File: config.mk
export PLATFORM = sky130hd
export DESIGN_NAME = qmr_sum
export DESIGN_NICKNAME = d
export VERILOG_FILES = /design/src/rtl/core/qmr_pkg.sv /design/src/rtl/core/qmr_sum.sv
export SDC_FILE = /design/constraint.sdc
export NUM_CORES = 1
export LEC_CHECK = 0
export BUFFER_PORTS_ARGS = -buffer_cell sky130_fd_sc_hd__buf_2
export CORE_AREA = 3 3 228 230
export CTS_CLUSTER_DIAMETER = 40
export CTS_CLUSTER_SIZE = 14
export DETAILED_ROUTE_END_ITERATION = 7
export DIE_AREA = 0 0 231 233
export PLACE_DENSITY = 0.56
export SLEW_MARGIN = 25
export SYNTH_ARGS = -nofsm -noshare
export SYNTH_HDL_FRONTEND = slang
export SYNTH_SLANG_ARGS = --single-unit
File: constraint.sdc
create_clock -name clk -period 10.4 [get_ports clk]
set_input_delay 1.56 -clock clk [delete_from_list [all_inputs] [get_ports clk]]
set_output_delay 1.56 -clock clk [all_outputs]
set_load 0.05 [all_outputs]
File: src/rtl/core/qmr_pkg.sv
package qmr_pkg;

    // Component width and fixed-point format of all quaternion fields.
    localparam int DATA_W = 16;
    localparam int FRAC_W = 14;
    localparam int NUM_C  = 4;

    // Component positions inside a quaternion.
    localparam int COMP_W = 0;
    localparam int COMP_X = 1;
    localparam int COMP_Y = 2;
    localparam int COMP_Z = 3;

    // Mode codes.
    localparam logic FUNC_COMPOSE = 1'b0;
    localparam logic FUNC_ROTATE  = 1'b1;

    // First product v*q: 16x16 products, sum of four, rounded to Q1.14 at full width.
    localparam int P1_W   = 2 * DATA_W;
    localparam int R1_W   = P1_W + 2 - FRAC_W;
    // Second product conj(q)*r: the conjugate needs one extra bit for -(-32768).
    localparam int CONJ_W = DATA_W + 1;
    localparam int P2_W   = CONJ_W + R1_W;
    localparam int R2_W   = P2_W + 2 - FRAC_W;

    // Term k of component c multiplies a[k] by b[c ^ k]; a set bit negates the term.
    localparam logic [NUM_C-1:0] TERM_NEG [NUM_C] = '{4'b1110, 4'b1000, 4'b0010, 4'b0100};

    typedef logic signed [DATA_W-1:0] comp_t;

    // Clamp a rounded component to the signed 16-bit range.
    function automatic comp_t sat_q14(input logic signed [R2_W-1:0] v);
        logic signed [R2_W-1:0] hi;
        logic signed [R2_W-1:0] lo;
        begin
            hi = R2_W'($signed({1'b0, {(DATA_W-1){1'b1}}}));
            lo = R2_W'($signed({1'b1, {(DATA_W-1){1'b0}}}));
            if (v > hi)
            begin
                sat_q14 = hi[DATA_W-1:0];
            end
            else if (v < lo)
            begin
                sat_q14 = lo[DATA_W-1:0];
            end
            else
            begin
                sat_q14 = v[DATA_W-1:0];
            end
        end
    endfunction

endpackage

File: src/rtl/core/qmr_sum.sv
// Signed sum of four products per component, rounded half up to the Q1.14 scale at full width.
module qmr_sum
    import qmr_pkg::*;
#(
    parameter int P_W = P1_W
)
(
    input  logic                              clk,
    input  logic                              en,
    input  logic signed [P_W-1:0]             prod [NUM_C][NUM_C],
    output logic signed [P_W+2-FRAC_W-1:0]    rnd_reg [NUM_C]
);

    localparam int SUM_W = P_W + 2;
    localparam int RND_W = SUM_W - FRAC_W;
    localparam logic signed [SUM_W-1:0] RND_BIAS = SUM_W'(1) <<< (FRAC_W - 1);

    logic signed [RND_W-1:0] rnd_next [NUM_C];

    // Add or subtract each term, then add half an LSB and floor.
    always_comb
    begin
        logic signed [SUM_W-1:0] acc;
        for (int c = 0; c < NUM_C; c++)
        begin
            acc = RND_BIAS;
            for (int k = 0; k < NUM_C; k++)
            begin
                if (TERM_NEG[c][k])
                begin
                    acc = acc - SUM_W'(prod[c][k]);
                end
                else
                begin
                    acc = acc + SUM_W'(prod[c][k]);
                end
            end
            rnd_next[c] = RND_W'(acc >>> FRAC_W);
        end
    end

    always_ff @(posedge clk)
    begin
        if (en)
        begin
            rnd_reg <= rnd_next;
        end
    end

endmodule

==> results of run 1 <==
worst max-delay path, delay by kind of cell:
family	cells	cell delay, ns
adders and majority gates	4	1.68
AOI/OAI and AO/OA	6	1.51
and+or+nand+nor	2	0.42
xor gates and xnor gates	1	0.15
buffers and inverters	2	0.12
worst paths after layout:
check  slack [ns]       from     endpoint
min          1.72         en  rnd_reg[60]
max          5.07  prod[275]  rnd_reg[59]
cell usage in the layout (no fill, tap or decap), drive strengths merged, types with 7 or more instances in the layout:
cell type,count
nor2b,9
and3,10
inv,272
and4,9
a21o,41
xnor2,44
nand2b,8
nor2,36
xor2,31
nand2,34
a211oi,9
o21bai,12
and2,7
clkbuf,11
nand3,17
buf,594
fa,252
o21a,10
edfxtp,80
nor3,9
o21ai,41
a21oi,73
nand4,13
ha,260
cells by family after synthesis:
| logic type | Yosys count | share of synthesized area |
|---|---|---|
| buffers and inverters | 272 | 0.0684 |
| xor gates and xnor gates | 75 | 0.0440 |
| and+or+nand+nor | 162 | 0.0580 |
| AOI/OAI and AO/OA | 238 | 0.112 |
| DFF | 80 | 0.161 |
| adders and majority gates | 512 | 0.556 |
where the power goes:
part           leakage (nW)  internal (mW)  switching, mW  total [mW]
registers             0.783          0.638         0.0410       0.678
logic                  9.07           1.12           1.90        3.02
clock network         0.164          0.235          0.143       0.378
total                  10.0           2.00           2.08        4.08
synthesized netlist by cell type (3+ instances only):
master and instances:
and2_1 7, fa_1 252, xor2_1 31, nand3_1 17, edfxtp_1 80, nand4_1 13
xnor2_1 44, o21a_1 10, ha_1 260, o211ai_1 6, o21bai_1 11, nor2_1 36
a211oi_1 7, nor2b_1 9, a21boi_0 4, nand2b_1 8, a21o_1 41, and3_1 10
a21oi_2 7, a221oi_1 3, a21oi_1 66, a211o_1 3, inv_1 271, nand2_1 34
or2_2 3, nor3_1 9, and4_1 9, a31oi_1 5, o21ai_0 39
routing by layer:
| layer | vias to the layer above | part of all wire |
|---|---|---|
| li1 | 5735 | - |
| met1 | 5779 | 0.41 |
| met2 | 316 | 0.52 |
| met3 | 39 | 0.056 |
| met4 | 0 | 0.021 |
| met5 | - | 0 |
final cells by class:
cell class                 count  area (µm²)
clock inverter                 5         104
antenna                        1        2.50
sequential                    80        2400
inverter                     271        1020
multi-input combinational    987       11500
fill                        5055       31000
clock buffer                  11         233
tap                          672         841
timing repair buffer         594        2980
per-stage QoR:
step	total power [mW]	hold WS [ns]	instance area [µm²]
2_1_floorplan	2.92	1.67	14900
6_report	4.08	1.72	19100
3_5_place_dp	3.73	2.11	18700
3_3_place_gp	3.69	2.10	18700
5_1_grt	4.47	1.73	19100
4_1_cts	4.14	1.70	19100
==> key figures, run 1 <==
Clocking
  • CTS Buffer Depth: 2
  • H-Tree Level Count: 3
  • PostCTS Resize Cnt: 0
  • Clk sinks: 80
  • TritonCTS clock tree: yes
  • CTS root buf: clkbuf_16
  • Post-CTS setup buffer count: 0
  • TritonCTS Buffers: 9
  • Hold_buf cts: 0
  • CTS clk-pin slew, worst paths: 0.06 ns

Worst setup path
  • Biggest cell delay along the critical path: around 0.55 ns
  • Critical path startpoint category: primary input
  • CP Cell Sequence: buf_2, inv_1, fa_1, fa_1, ha_1, ha_1, nand4_1, nor3_1, o221ai_1, a31oi_1, o31a_1, a41oi_2, o2111ai_1, a21oi_1, xor2_1
  • Crit Path Category: primary input to flop
  • CP endpoint kind: flop
  • Worst endpoint data arrival time: between 5 and 6 ns
  • WP data required: roughly 11 ns
  • Slowest cell on crit path: fa_1
  • Max Fanout on Critical Path: 6

Place
  • Setup WS pre-CTS: 4.41 ns
  • RD Place Congestion: 0.881
  • I/O Buffers: 593
  • Inst Count DP: 2604
  • Post-DP HPWL: 38.3 mm

Pwr
  • Pwr per Cell Area: 214 nW/µm²
  • Largest vdd supply drop: 0.113 mV
  • Leak Pwr: between 10 and 15 nW

Cells and area
  • Area grow syn2layout: 27.8%
  • Max reg flops: 80
  • Util after Layout: 0.381
  • Layout Nets: 2969
  • Final cell count without fillers: approximately 2600
  • Share of layout cells above drive strength 1: 0.326

STA
  • Final setup viols: 0
  • Tmin final: about 5.3 ns
  • Slew HR: 0.585
  • Hold Violations, Final: 0
  • RSZ-0062 raised after global routing: false
  • Least-Margin Pin Slew: 0.623 ns
  • Final worst-path cycle share: 0.512
  • Fin. max-slew vios: 0
  • Max Freq: 0.188 GHz
  • Fin worst setup slack: 5.07 ns
  • Setup TNS: 0 ns

Run
  • Max-Cap Viols: 0

Floorplan
  • Die Footprint: 53800 µm²
  • Initial Utilization: 0.298
  • Top-Level Pins: 594
  • Die Width: 231 µm
  • Core area: 50100 µm²
  • Die height: roughly 230 µm
  • Placement Rows: 82

Global routing
  • First-pass GRT wire length: 65.3 mm
  • Global route hottest layer: met2
  • Initial antenna violation count: 1
  • Total GRT Usage: 0.154
  • Vias in the first global route: 13000
  • GRT met2 Usage: 0.278
  • Met3 Use GR: 0.0335
  • Largest net degree at the start of global routing: 42
  • Met1 GRT Util: 0.185
  • Gr ovfl total: 0

Logic synthesis
  • Syn Nets: between 2000 and 2500
  • Share of flip-flops with an asynchronous set or reset: 0
  • Netlist cell types: 65
  • Mapped Area: 14900 µm²
  • Yosys top cell by area: fa_1
  • FF+latch count, synth: 80
  • Largest cells by area after synthesis: fa_1 (34%), ha_1 (22%), edfxtp_1 (16%)
  • Syn Area/Cell: between 10 and 15 µm²
  • Post-synth EDFFs: 80
  • Cells after Synth: 1339
  • Seq/Total Area, Yosys: 0.161
  • Synth Flop Type: edfxtp_1
  • Synth warnings: 0
  • Synth top area share: 0.338

Min path
  • Worst hold path class: primary input to flop
  • Hold Crit Depth: 1

Route
  • Starting DRT DRC Count: 347
  • Routed Antenna Nets: 0
  • Initial DRT Pass Iterations: 4
  • WL final: about 41 mm
  • Via count: 11900
  • Drt wl/cell: 15.8 µm
  • # DRC: 0
  • Via-to-Cell Ratio: about 4.5

Status
  • Status: finished, final reports clean
Note: power is estimated with default switching activity, not from simulation.
==> run 2: changes to the inputs <==
--- a/config.mk
+++ b/config.mk
@@ -11,7 +11,7 @@
 export CTS_CLUSTER_SIZE = 14
 export DETAILED_ROUTE_END_ITERATION = 7
 export DIE_AREA = 0 0 231 233
-export PLACE_DENSITY = 0.56
+export PLACE_DENSITY = 0.58
 export SLEW_MARGIN = 25
 export SYNTH_ARGS = -nofsm -noshare
 export SYNTH_HDL_FRONTEND = slang
==> constraint.sdc (replaced) <==
create_clock -name clk -period 4.52 [get_ports clk]
set_input_delay 0.678 -clock clk [delete_from_list [all_inputs] [get_ports clk]]
set_output_delay 0.678 -clock clk [all_outputs]
set_load 0.05 [all_outputs]
==> run 2 against run 1 <==
Utilization increased by 0.76 points; total power rose by 140%; combinational power rose by 140%; critical path depth is 1 higher; die area stayed put; critical path type unchanged; critical endpoint is now rnd_reg[15]; largest cell class unchanged.
==> key figures, run 2 (synthesized netlist as in run 1, its figures left out) <==
Clocking
  • TritonCTS clock tree: yes
  • CTS Buffer Depth: 2 (unchanged)
  • H-Tree Level Count: 3 (unchanged)
  • Hold_buf cts: 0 (unchanged)
  • CTS clk-pin slew, worst paths: 0.07 ns (about the same)
  • Clk sinks: 80 (unchanged)
  • TritonCTS Buffers: 9 (unchanged)
  • CTS root buf: clkbuf_16

Place
  • Placed cell area: 19100 µm² (+2.1%)
  • Post-DP HPWL: 39.2 mm (+2.4%)
  • RD Place Congestion: 0.915 (+3.8%)
  • I/O Buffers: 593 (unchanged)

Status
  • Status: finished, final reports clean

Cells and area
  • Most common cell after layout, fill and taps aside: buf_2
  • Layout Nets: 3021 (+1.8%)
  • Max reg flops: 80 (unchanged)
  • Share of layout cells above drive strength 1: 0.343 (+0.0170)
  • Most frequent cells in the layout: buf_2 (592), inv_1 (271), ha_1 (260)
  • Util after Layout: 0.389 (+0.00760)
  • Area grow syn2layout: 30.4%
  • Non-Filler Cell Area, Final: 19500 µm² (+2.0%)

Pwr
  • Pwr per Cell Area: 498 nW/µm² (+130%)
  • Final Power: 9.70 mW (+140%)
  • Largest vdd supply drop: 0.226 mV (+100%)
  • Leak Pwr: 10.3 nW (+2.4%)

STA
  • Fin. max-slew vios: 0 (unchanged)
  • RSZ-0062 raised after global routing: false
  • Max Freq: around 0.23 GHz
  • Setup TNS: 0 ns (unchanged)
  • Tmin final: ~4.4 ns
  • Least-Margin Pin Slew: 0.666 ns (+0.0427 ns)
  • Final setup viols: 0 (unchanged)
  • Final worst-path cycle share: 0.964
  • Hold Violations, Final: 0 (unchanged)
  • Slew HR: 0.556 (-0.0285)

Worst setup path
  • Crit Path Category: primary input to flop
  • Slowest cell on crit path: fa_1
  • CP endpoint kind: flop
  • CP Cell Sequence: buf_2, fa_1, fa_1, ha_1, ha_1, and3_1, nand4_1, nand3_1, a21boi_0, buf_4, o21ai_0, a21oi_1, o21ai_0, buf_4, nand2_1, a22oi_1
  • Critical path startpoint category: primary input
  • Max Fanout on Critical Path: 3 (-3)
  • WP data required: 4.71 ns (-5.80 ns)
  • Biggest cell delay along the critical path: 0.60 ns (+0.05 ns)
  • Worst endpoint data arrival time: 4.55 ns (-0.89 ns)

Global routing
  • Gr ovfl total: 0 (unchanged)
  • Largest net degree at the start of global routing: 45 (+7.1%)
  • Total GRT Usage: 0.157 (+0.00317)
  • Vias in the first global route: 13500 (+3.6%)
  • First-pass GRT wire length: 66.8 mm (+2.3%)
  • Initial antenna violation count: 2 (+1)

Route
  • WL final: 42.4 mm (+2.4%)
  • Initial DRT Pass Iterations: 5 (+1)
  • Drt wl/cell: 15.9 µm (+0.41%)
  • Via-to-Cell Ratio: 4.54 (+0.22%)
  • Starting DRT DRC Count: 389 (+12%)
  • Via count: 12100 (+2.2%)
  • Routed Antenna Nets: 0 (unchanged)
  • # DRC: 0 (unchanged)

Run
  • Max-Cap Viols: 0 (unchanged)

Floorplan
  • Die height: 233 µm (unchanged)
  • Initial Utilization: 0.298 (unchanged)
  • Die Footprint: 53800 µm² (unchanged)
  • Core area: 50100 µm² (unchanged)
  • Top-Level Pins: 594 (unchanged)
  • Placement Rows: 82 (unchanged)
  • Die Width: 231 µm (unchanged)

Min path
  • Worst hold path class: primary input to flop
[run 2: changes by cell type in the layout (fill, tap and decap cells not counted)]
cell	before	now
diode_2	1	2
bufinv_16	3	2
buf_4	2	54
a41oi_2	1	0
clkinvlp_4	0	1
clkinv_1	0	1
clkinv_2	1	0
a41oi_4	0	1
[run 2: where the power goes]
part | total, mW | leakage, nW | internal (mW) | switching (mW)
Sequential | 1.57 | 0.783 | 1.47 | 0.0985
Combinational | 7.32 | 9.32 | 2.85 | 4.47
Clock | 0.806 | 0.148 | 0.485 | 0.321
Total | 9.70 | 10.3 | 4.80 | 4.89
[run 2: final cells by class]
| type | instances | area, µm² |
|---|---|---|
| Fill cell | 5018 | 30600 |
| Multi-Input combinational cell | 987 | 11500 |
| Timing Repair Buffer | 646 | 3370 |
| Sequential cell | 80 | 2400 |
| Inverter | 271 | 1020 |
| Tap cell | 672 | 841 |
| Clock buffer | 11 | 233 |
| Clock inverter | 5 | 80.1 |
| Antenna cell | 2 | 5.00 |
[run 2: final timing paths]
check	cells after the start	start	endpoint	slack (ns)
min	1	en	rnd_reg[9]	0.86
max	16	prod[2]	rnd_reg[15]	0.16
[run 2: per-layer routing]
layer | part of all wire | GRT usage | routed length (µm)
met1 | 0.40 | 0.187 | 16900
met2 | 0.52 | 0.283 | 22000
met3 | 0.063 | 0.0361 | 2680
met4 | 0.020 | 0.0430 | 864
met5 | 0 | 0 | 0
[run 2: stage by stage]
step,instances,hold WS (ns),setup WS [ns]
after floorplan,1339,0.790,0.278
after global placement,2656,1.23,-0.227
after detailed placement,2656,1.22,-0.253
after CTS,2672,0.865,0.127
after global routing,2674,0.873,0.00674
final,2674,0.858,0.161
[run 2: timing repair]
action / 4_1_cts / 5_1_grt
endpoints found under the setup margin: 0 / 2
buffers inserted: 0 / 0
gates resized for setup: 0 / 1
[run 2: worst max-delay path, delay by kind of cell]
kind	cells	cell delay (ns)
AO/OA/AOI/OAI	5	1.31
adder cells (fa/ha/maj)	4	1.62
buffers and inverters	3	0.45
AND/OR/NAND/NOR	4	0.49
